### src/hdl/ilp_pkg.sv
package ilp_pkg;

  // accumulator width (32 to 64); the result port is always 64 bits
  localparam int VALUE_WIDTH = 64;
  localparam int OUT_VALUE_W = 64;

  // ascii codes used by the scanner
  localparam logic [7:0] CH_ZERO  = 8'h30;
  localparam logic [7:0] CH_EIGHT = 8'h38;
  localparam logic [7:0] CH_NINE  = 8'h39;
  localparam logic [7:0] CH_UP_A  = 8'h41;
  localparam logic [7:0] CH_UP_F  = 8'h46;
  localparam logic [7:0] CH_LO_A  = 8'h61;
  localparam logic [7:0] CH_LO_F  = 8'h66;
  localparam logic [7:0] CH_UP_X  = 8'h58;
  localparam logic [7:0] CH_LO_X  = 8'h78;
  localparam logic [7:0] CH_UP_U  = 8'h55;
  localparam logic [7:0] CH_LO_U  = 8'h75;
  localparam logic [7:0] CH_UP_L  = 8'h4c;
  localparam logic [7:0] CH_LO_L  = 8'h6c;
  localparam logic [7:0] UPPER_MASK = 8'h5f;

  // radix codes on the result port
  localparam logic [4:0] RADIX_OCT = 5'd8;
  localparam logic [4:0] RADIX_DEC = 5'd10;
  localparam logic [4:0] RADIX_HEX = 5'd16;

  // suffix kinds on the result port
  localparam logic [2:0] SFX_NONE = 3'd0;
  localparam logic [2:0] SFX_U    = 3'd1;
  localparam logic [2:0] SFX_L    = 3'd2;
  localparam logic [2:0] SFX_UL   = 3'd3;
  localparam logic [2:0] SFX_LL   = 3'd4;
  localparam logic [2:0] SFX_ULL  = 3'd5;

  // suffix buffer depth and saturating count limit
  localparam logic [2:0] SFX_DEPTH = 3'd3;
  localparam logic [2:0] SFX_SAT   = 3'd4;

  typedef enum logic [1:0] {
    PH_START  = 2'd0,
    PH_ZERO   = 2'd1,
    PH_DIGITS = 2'd2,
    PH_SUFFIX = 2'd3
  } phase_t;

  typedef enum logic [1:0] {
    BASE_DEC = 2'd0,
    BASE_OCT = 2'd1,
    BASE_HEX = 2'd2
  } base_t;

  function automatic logic is_u(input logic [7:0] c);
    return (c == CH_LO_U) || (c == CH_UP_U);
  endfunction

  function automatic logic is_l(input logic [7:0] c);
    return (c == CH_LO_L) || (c == CH_UP_L);
  endfunction

  function automatic logic is_ll_pair(input logic [7:0] a, input logic [7:0] b);
    return ((a == CH_LO_L) && (b == CH_LO_L)) || ((a == CH_UP_L) && (b == CH_UP_L));
  endfunction

endpackage

### src/hdl/integer_literal_parser_unit.sv
// channel | ports                                      | direction
// in      | in_valid, in_stall, in_ch, in_last          | token characters, one per item
// out     | out_valid, out_stall, out_value, out_radix,  | one item per token,
//         | out_suffix_kind, out_overflow,              | on the character marked last
//         | out_bad_octal_digit, out_trailing_junk      |
//
// one character per cycle while the input register does not stall: an item waits in the
// input register, where its shift-add and suffix match update the token state and, on
// the last character, load the result register, which drives out_valid.
// the accumulator loop (shift-add by 8, 10 or 16 plus overflow check) sets the pace.
// rst_n is synchronous, active low; it clears all token state and both valid bits.
// out_stall holds the result register; the input register then stalls only when it
// holds a last character that cannot be written.
module integer_literal_parser_unit
  import ilp_pkg::*;
(
  input  logic                   clk,
  input  logic                   rst_n,
  input  logic                   in_valid,
  output logic                   in_stall,
  input  logic [7:0]             in_ch,
  input  logic                   in_last,
  output logic                   out_valid,
  input  logic                   out_stall,
  output logic [OUT_VALUE_W-1:0] out_value,
  output logic [4:0]             out_radix,
  output logic [2:0]             out_suffix_kind,
  output logic                   out_overflow,
  output logic                   out_bad_octal_digit,
  output logic                   out_trailing_junk
);

  localparam int VW = VALUE_WIDTH;

  // input register
  logic       s1_valid_r;
  logic [7:0] s1_ch_r;
  logic       s1_last_r;

  // token state
  phase_t          phase_r, phase_nxt;
  base_t           base_r, base_nxt;
  logic [VW-1:0]   accum_r, accum_nxt;
  logic            ovf_r, ovf_nxt;
  logic            oct_err_r, oct_err_nxt;
  logic [7:0]      sfx_buf_r [3];
  logic [7:0]      sfx_buf_nxt [3];
  logic [2:0]      sfx_cnt_r, sfx_cnt_nxt;

  // result register
  logic                   out_valid_r;
  logic [OUT_VALUE_W-1:0] out_value_r;
  logic [4:0]             out_radix_r;
  logic [2:0]             out_kind_r;
  logic                   out_ovf_r;
  logic                   out_oct_r;
  logic                   out_junk_r;

  logic advance;
  logic emit;

  // character classes
  logic       c_dig, c_hex_alpha, c_is_x, c_is_zero, c_oct_bad;
  logic [3:0] c_val;
  base_t      eff_base;
  logic       digit_mode, digit_ok, take_digit, to_suffix;

  // stage handshake
  assign advance  = s1_valid_r && (!s1_last_r || !out_valid_r || !out_stall);
  assign emit     = advance && s1_last_r;
  assign in_stall = s1_valid_r && !advance;

  always_ff @(posedge clk) begin
    if (!rst_n) begin
      s1_valid_r <= 1'b0;
    end else if (!in_stall) begin
      s1_valid_r <= in_valid;
    end
  end

  always_ff @(posedge clk) begin
    if (!in_stall && in_valid) begin
      s1_ch_r   <= in_ch;
      s1_last_r <= in_last;
    end
  end

  // classify the registered character
  always_comb begin
    c_dig       = s1_ch_r inside {[CH_ZERO:CH_NINE]};
    c_hex_alpha = (s1_ch_r inside {[CH_LO_A:CH_LO_F]}) || (s1_ch_r inside {[CH_UP_A:CH_UP_F]});
    c_is_x      = (s1_ch_r == CH_LO_X) || (s1_ch_r == CH_UP_X);
    c_is_zero   = (s1_ch_r == CH_ZERO);
    c_oct_bad   = (s1_ch_r == CH_EIGHT) || (s1_ch_r == CH_NINE);
    if (c_dig) begin
      c_val = 4'(s1_ch_r - CH_ZERO);
    end else begin
      c_val = 4'((s1_ch_r & UPPER_MASK) - CH_UP_A + 8'd10);
    end
  end

  // next phase and base
  always_comb begin
    eff_base   = base_r;
    digit_mode = 1'b0;
    phase_nxt  = phase_r;
    case (phase_r)
      PH_START: begin
        eff_base   = c_is_zero ? BASE_OCT : BASE_DEC;
        digit_mode = !c_is_zero;
      end
      PH_ZERO: begin
        eff_base   = c_is_x ? BASE_HEX : BASE_OCT;
        digit_mode = !c_is_x;
      end
      PH_DIGITS: begin
        digit_mode = 1'b1;
      end
      default: begin
        digit_mode = 1'b0;
      end
    endcase
    digit_ok   = (eff_base == BASE_HEX) ? (c_dig || c_hex_alpha) : c_dig;
    take_digit = digit_mode && digit_ok;
    to_suffix  = (digit_mode && !digit_ok) || (phase_r == PH_SUFFIX);
    if (to_suffix) begin
      phase_nxt = PH_SUFFIX;
    end else if (take_digit || (phase_r == PH_ZERO)) begin
      phase_nxt = PH_DIGITS;
    end else if (phase_r == PH_START) begin
      phase_nxt = PH_ZERO;
    end
    base_nxt = eff_base;
  end

  // accumulator update and suffix capture
  logic [VW+3:0] dec_sum;
  logic [VW-1:0] oct_sum, hex_sum;
  logic [VW+3:0] n_ext;
  always_comb begin
    n_ext   = {4'b0, accum_r};
    dec_sum = (n_ext << 3) + (n_ext << 1) + (VW+4)'(c_val);
    oct_sum = (accum_r << 3) + VW'(c_val);
    hex_sum = (accum_r << 4) + VW'(c_val);

    accum_nxt   = accum_r;
    ovf_nxt     = ovf_r;
    oct_err_nxt = oct_err_r;
    if (take_digit) begin
      case (eff_base)
        BASE_HEX: begin
          accum_nxt = hex_sum;
          ovf_nxt   = ovf_r || (|accum_r[VW-1:VW-4]);
        end
        BASE_OCT: begin
          accum_nxt   = oct_sum;
          ovf_nxt     = ovf_r || (|accum_r[VW-1:VW-3]);
          oct_err_nxt = oct_err_r || c_oct_bad;
        end
        default: begin
          accum_nxt = dec_sum[VW-1:0];
          ovf_nxt   = ovf_r || (|dec_sum[VW+3:VW]);
        end
      endcase
    end

    sfx_buf_nxt = sfx_buf_r;
    sfx_cnt_nxt = sfx_cnt_r;
    if (to_suffix) begin
      if (sfx_cnt_r < SFX_DEPTH) begin
        sfx_buf_nxt[sfx_cnt_r[1:0]] = s1_ch_r;
      end
      if (sfx_cnt_r < SFX_SAT) begin
        sfx_cnt_nxt = sfx_cnt_r + 3'd1;
      end
    end
  end

  // greedy suffix match on the updated buffer
  logic [7:0] sa, sb, sc;
  logic [2:0] kind;
  logic [2:0] mlen;
  always_comb begin
    sa = (sfx_cnt_nxt > 3'd0) ? sfx_buf_nxt[0] : 8'd0;
    sb = (sfx_cnt_nxt > 3'd1) ? sfx_buf_nxt[1] : 8'd0;
    sc = (sfx_cnt_nxt > 3'd2) ? sfx_buf_nxt[2] : 8'd0;
    if (is_u(sa) && is_ll_pair(sb, sc)) begin
      kind = SFX_ULL;
      mlen = 3'd3;
    end else if (is_ll_pair(sa, sb) && is_u(sc)) begin
      kind = SFX_ULL;
      mlen = 3'd3;
    end else if (is_ll_pair(sa, sb)) begin
      kind = SFX_LL;
      mlen = 3'd2;
    end else if ((is_l(sa) && is_u(sb)) || (is_u(sa) && is_l(sb))) begin
      kind = SFX_UL;
      mlen = 3'd2;
    end else if (is_l(sa)) begin
      kind = SFX_L;
      mlen = 3'd1;
    end else if (is_u(sa)) begin
      kind = SFX_U;
      mlen = 3'd1;
    end else begin
      kind = SFX_NONE;
      mlen = 3'd0;
    end
  end

  // token state registers; cleared after the last character
  always_ff @(posedge clk) begin
    if (!rst_n || emit) begin
      phase_r      <= PH_START;
      base_r       <= BASE_DEC;
      accum_r      <= '0;
      ovf_r        <= 1'b0;
      oct_err_r    <= 1'b0;
      sfx_buf_r[0] <= 8'd0;
      sfx_buf_r[1] <= 8'd0;
      sfx_buf_r[2] <= 8'd0;
      sfx_cnt_r    <= 3'd0;
    end else if (advance) begin
      phase_r   <= phase_nxt;
      base_r    <= base_nxt;
      accum_r   <= accum_nxt;
      ovf_r     <= ovf_nxt;
      oct_err_r <= oct_err_nxt;
      sfx_buf_r <= sfx_buf_nxt;
      sfx_cnt_r <= sfx_cnt_nxt;
    end
  end

  // result register
  always_ff @(posedge clk) begin
    if (!rst_n) begin
      out_valid_r <= 1'b0;
    end else if (emit) begin
      out_valid_r <= 1'b1;
    end else if (!out_stall) begin
      out_valid_r <= 1'b0;
    end
  end

  always_ff @(posedge clk) begin
    if (emit) begin
      out_value_r <= OUT_VALUE_W'(accum_nxt);
      case (base_nxt)
        BASE_HEX: out_radix_r <= RADIX_HEX;
        BASE_OCT: out_radix_r <= RADIX_OCT;
        default:  out_radix_r <= RADIX_DEC;
      endcase
      out_kind_r <= kind;
      out_ovf_r  <= ovf_nxt;
      out_oct_r  <= (base_nxt == BASE_OCT) && oct_err_nxt;
      out_junk_r <= sfx_cnt_nxt > mlen;
    end
  end

  assign out_valid           = out_valid_r;
  assign out_value           = out_value_r;
  assign out_radix           = out_radix_r;
  assign out_suffix_kind     = out_kind_r;
  assign out_overflow        = out_ovf_r;
  assign out_bad_octal_digit = out_oct_r;
  assign out_trailing_junk   = out_junk_r;

endmodule

### config.mk
export PLATFORM = sky130hd
export DESIGN_NAME = integer_literal_parser_unit
export DESIGN_NICKNAME = d
export VERILOG_FILES = /design/src/hdl/ilp_pkg.sv /design/src/hdl/integer_literal_parser_unit.sv
export SDC_FILE = /design/constraint.sdc
export NUM_CORES = 1
export LEC_CHECK = 0
export ABC_CLOCK_PERIOD_IN_PS = 5500
export BUFFER_PORTS_ARGS = -buffer_cell sky130_fd_sc_hd__buf_2
export CAP_MARGIN = 0
export CORE_ASPECT_RATIO = 1.75
export CORE_UTILIZATION = 60
export CTS_CLUSTER_SIZE = 24
export DETAILED_ROUTE_END_ITERATION = 7
export GPL_TIMING_DRIVEN = 0
export PLACE_DENSITY = 0.79
export SYNTH_ARGS = -nofsm -noshare
export SYNTH_HDL_FRONTEND = slang
export SYNTH_SLANG_ARGS = --single-unit
### constraint.sdc
create_clock -name clk -period 5.5 [get_ports clk]
set_clock_uncertainty 0.2 [all_clocks]
set_input_delay 0.55 -clock clk [delete_from_list [all_inputs] [get_ports clk]]
set_output_delay 0.55 -clock clk [all_outputs]
set_load 0.01 [all_outputs]
==> run summary <==
The number of DRC violations after detailed routing is 0. The final cell count without fillers was 2239. Yosys mapped a number of flops with a built-in enable equal to 82. Setup violations remaining at the end of the flow were counted as 0. The tools report the clock tree buffer depth as 2. After synthesis, the cell types taking the most area are sky130_fd_sc_hd__edfxtp_1 (17%), sky130_fd_sc_hd__dfxtp_1 (13%), sky130_fd_sc_hd__ha_1 (12%). The fraction of synthesized cell area taken by the top area cell type came out at 16.71%. The worst path uses 97.86% of the clock period. The congestion estimate from routability-driven global placement came to 1.028. Counting the buffers created by CTS gives 17.

The largest fanout on the critical path was 5. Worst vdd rail ir drop: 0.2403 mV. At the later pin of the worst-skew pair, clock insertion delay measures 0.48 ns. The largest area contributor in the netlist was sky130_fd_sc_hd__edfxtp_1. STA classifies the critical path startpoint as a flop. The analysis attributes to cell leakage a power of 0.006788 uW. The sequential share of power came out at 45.6%. The logs give 962.5 uW for the net switching power and 1792 for the number of instances in the synthesized netlist.

The max-slew violation count was 0; the time the worst path needs with I/O delays and setup was 5.382 ns. The run gives 14730 sq um as the netlist area before placement. Die outline width: 120.5 um.

The remaining antenna violation count after routing is 0. After Yosys synthesis, and, or, nand and nor cells account for 19.96% of the synthesized area. Counting instances in the post-synthesis netlist gives the leading cell types as sky130_fd_sc_hd__nand2_1 (227), sky130_fd_sc_hd__a21oi_1 (171), sky130_fd_sc_hd__nor2_1 (144), sky130_fd_sc_hd__ha_1 (141), sky130_fd_sc_hd__o21ai_0 (127). After clock tree synthesis, the clock-pin slew on the worst setup and hold paths is 0.08 ns. The antenna diode instance count was 0; the net count of the finished layout was 2074. Number of max-capacitance violations reported: 0. The flow ran to the end, and the final reports show no timing, DRC or antenna violations. Net switching is 30.22% of the power. The count of routing violations after the opening detailed-route iteration is 1496. The placed instances occupy a cell area of 15590 sq um. The synthesized design contains 181 register bits.

Dividing the detail-routed wire length by the instance count gives 24.56 um. Measured along the y axis, the die boundary spans 209.3 um. The synthesized netlist devotes 12.25% of its cell area to adder and majority cells. For this run, the leading register cell type out of synthesis is sky130_fd_sc_hd__dfxtp_1. The logs give 1 for the number of antenna violations at the first check in global routing and 73.72% for the met2 track demand over resource in global routing.

The routed layout has 15440 vias. The final hold violation count came out at 0. The logs give 0.1858 GHz for the timing-limited maximum frequency and 2189 for the total placed cells including tap cells. Pin placement for this block handled 90 I/O pins. The global routing met3 resource utilization was 9.212%; the transition at the pin with the smallest max-transition slack was 1.274 ns.

Detailed placement ended at an HPWL of 40.24 mm. Per report_power, the clock group accounts for 41.6% of the total. The tree is rooted in a sky130_fd_sc_hd__clkbuf_16. For the number of levels the H-tree was split into, the log shows 4.

The power density relative to cell area works out to 192.2 nW/um^2. The share of synthesized registers carrying an async set or reset was 0%. The via count of the first global-routing pass came out at 15010. The die covers 25210 sq um. The run gives 6 as the total iterations of the first detailed-routing run.

Setup repair after global routing could not meet its margin everywhere. CTS saw 181 sinks. The synthesized netlist devotes 25.09% of its cell area to compound gates. After filler insertion, the fill cell instance count of the layout stands at 2085.

Across every metal layer, demand over resource in global routing totals 44.26%. Buffers placed on the I/O ports in this run total 87. The layout overhead on the synthesized area works out to 12.43%. The tools report the initial core utilization as 61.33%.

The largest family of logic cells by synthesized area was compound AO/OA/AOI/OAI gates. Measured against its own limit, the worst slew margin works out to 14.46%. The synthesized netlist devotes 4.696% of its cell area to XOR and XNOR gates. Row generation in the floorplan step produced 75 rows. The tools report the worst slack at placement as -0.8433 ns.

Synthesis instantiated 98 different standard cells from the library. The share of the Yosys chip area taken by registers is 30.16%. The internal portion of the total power is 2222 uW.

Critical path capture point type: a flop. The worst setup path is of the flop to flop kind. Dividing the detail-routed via count by the number of cells gives 6.898. For the setup slack of the critical path after layout, the log shows 0.1175 ns. For the worst setup path, the data required time is 5.52 ns.

The final design area excluding fillers is 16570 sq um. In the global route stage, met1 resource usage came out at 46.51%. The first-pass GRT wire length was 84.03 mm; the mean post-synth cell area was 8.222 sq um. TritonCTS built the clock tree. Combinational logic is responsible for 12.8% of the overall power. The pin count of the biggest net entering global routing is 51, and the final hold slack is 0.04234 ns. After global routing, the most crowded layer is met2. For the total number of yosys warnings, the log shows 0. For the core outline area, the log shows 24020 sq um. sky130_fd_sc_hd__nand2_1 is the most common cell in the netlist.

The path class of the tightest hold or removal check is primary input to flop. Data arrives at the worst endpoint at 5.40 ns. The multiplexer share of the synthesized area is 3.049%, and the total detailed-routing wirelength is 55.00 mm. In the final layout, the share of cells above drive strength 1 is 13.15%.

Final global-route overflow total: 0.
[power by group through the flow]
stage / sequential [uW] / combinational (uW) / clock, uW
2_1_floorplan: 1480 / 233 / 0
3_3_place_gp: 1480 / 363 / 0
3_5_place_dp: 1480 / 371 / 0
4_1_cts: 1450 / 382 / 1320
5_1_grt: 1450 / 429 / 1360
6_report: 1450 / 408 / 1320
[metrics by stage]
stage          util [%]  setup TNS [ns]  total power [uW]
2_1_floorplan         -               0              1715
3_3_place_gp      64.77          -18.69              1847
3_5_place_dp      64.89          -23.48              1854
4_1_cts           68.40               0              3150
5_1_grt           68.96         -0.1078              3241
6_report          68.96               0              3185
[timing repair]
item | CTS | global route
pin swaps | 15 | 13
resized for setup | 22 | 23
setup endpoints to repair | 72 | 35
hold buffers | 0 | 0
buffers inserted | 13 | 5
[critical path, stage by stage, from the launching register on]
cell	delay (ns)
sky130_fd_sc_hd__edfxtp_1	0.44
sky130_fd_sc_hd__buf_4	0.17
sky130_fd_sc_hd__ha_1	0.22
sky130_fd_sc_hd__o21bai_2	0.15
sky130_fd_sc_hd__a21oi_2	0.09
sky130_fd_sc_hd__buf_4	0.17
sky130_fd_sc_hd__nand2b_4	0.15
sky130_fd_sc_hd__xnor2_2	0.19
sky130_fd_sc_hd__ha_1	0.27
sky130_fd_sc_hd__ha_1	0.24
sky130_fd_sc_hd__fa_2	0.36
sky130_fd_sc_hd__a21o_1	0.22
sky130_fd_sc_hd__a221o_1	0.38
sky130_fd_sc_hd__a22o_1	0.27
sky130_fd_sc_hd__and4b_2	0.27
sky130_fd_sc_hd__o31ai_4	0.25
sky130_fd_sc_hd__buf_6	0.16
sky130_fd_sc_hd__a21oi_2	0.08
sky130_fd_sc_hd__o2111ai_2	0.27
sky130_fd_sc_hd__a21oi_2	0.11
sky130_fd_sc_hd__nor4_4	0.33
sky130_fd_sc_hd__a21oi_2	0.12
[final cells by class]
class | instances | area (sq um) | area share, %
Buffer | 113 | 533.0 | 3.218
Clock buffer | 19 | 442.9 | 2.674
Clock inverter | 13 | 177.7 | 1.073
Inverter | 48 | 182.7 | 1.103
Multi-Input combinational cell | 1451 | 9798 | 59.15
Sequential cell | 181 | 4444 | 26.83
Tap cell | 308 | 385.4 | 2.326
Timing Repair Buffer | 106 | 601.8 | 3.633
[layout by cell type, fill, tap and decap left out, types with 34 or more instances in the layout]
cell type and count:
sky130_fd_sc_hd__o21ai_0 125, sky130_fd_sc_hd__nand4_1 34, sky130_fd_sc_hd__ha_1 140, sky130_fd_sc_hd__nand3_1 44, sky130_fd_sc_hd__clkbuf_1 70, sky130_fd_sc_hd__xnor2_1 48, sky130_fd_sc_hd__buf_2 110, sky130_fd_sc_hd__dfxtp_1 99
sky130_fd_sc_hd__nor2_1 143, sky130_fd_sc_hd__inv_1 46, sky130_fd_sc_hd__a21oi_1 165, sky130_fd_sc_hd__nand2_1 227, sky130_fd_sc_hd__edfxtp_1 82, sky130_fd_sc_hd__mux2i_1 37
[registers in the layout, summed over array words and instances, names as in the netlist]
name                 cells
out_bad_octal_digit      1
out_valid                1
s1_last_r                1
sfx_cnt_r                3
out_overflow             1
out_suffix_kind          3
out_radix                3
sfx_buf_r               24
out_trailing_junk        1
s1_ch_r                  8
base_r                   2
phase_r                  2
ovf_r                    1
s1_valid_r               1
accum_r                 64
oct_err_r                1
out_value               64
[kinds of logic (layout without fill, tap and decap cells)]
family	after synthesis	in the layout
DFF	181	181
muxes	44	44
AOI/OAI and AO/OA	571	571
buffers and inverters	161	299
xor gates and xnor gates	79	79
adders and majority gates	143	143
other	1	2
and+or+nand+nor	612	612
[per-layer routing]
metal / part of all wire [%] / vias to the layer above
met2: 48 / 999
li1: - / 6912
met1: 34 / 7181
met3: 8.5 / 352
met5: 0 / -
met4: 10 / 0
[path summary, 6_finish.rpt]
check                                       startpoint  depth (start not counted)  slack, ns                     end
worst max-delay path              s1_ch_r[0]$_DFFE_PP_                         21       0.12  out_overflow$_DFFE_PP_
worst max register to register    s1_ch_r[0]$_DFFE_PP_                         21       0.12  out_overflow$_DFFE_PP_
worst min-delay path                           in_last                          1       0.04     s1_last_r$_DFFE_PP_
worst min register to register  oct_err_r$_SDFFE_PP0P_                          2       0.29  oct_err_r$_SDFFE_PP0P_
Power figures use the tool's default switching activity.
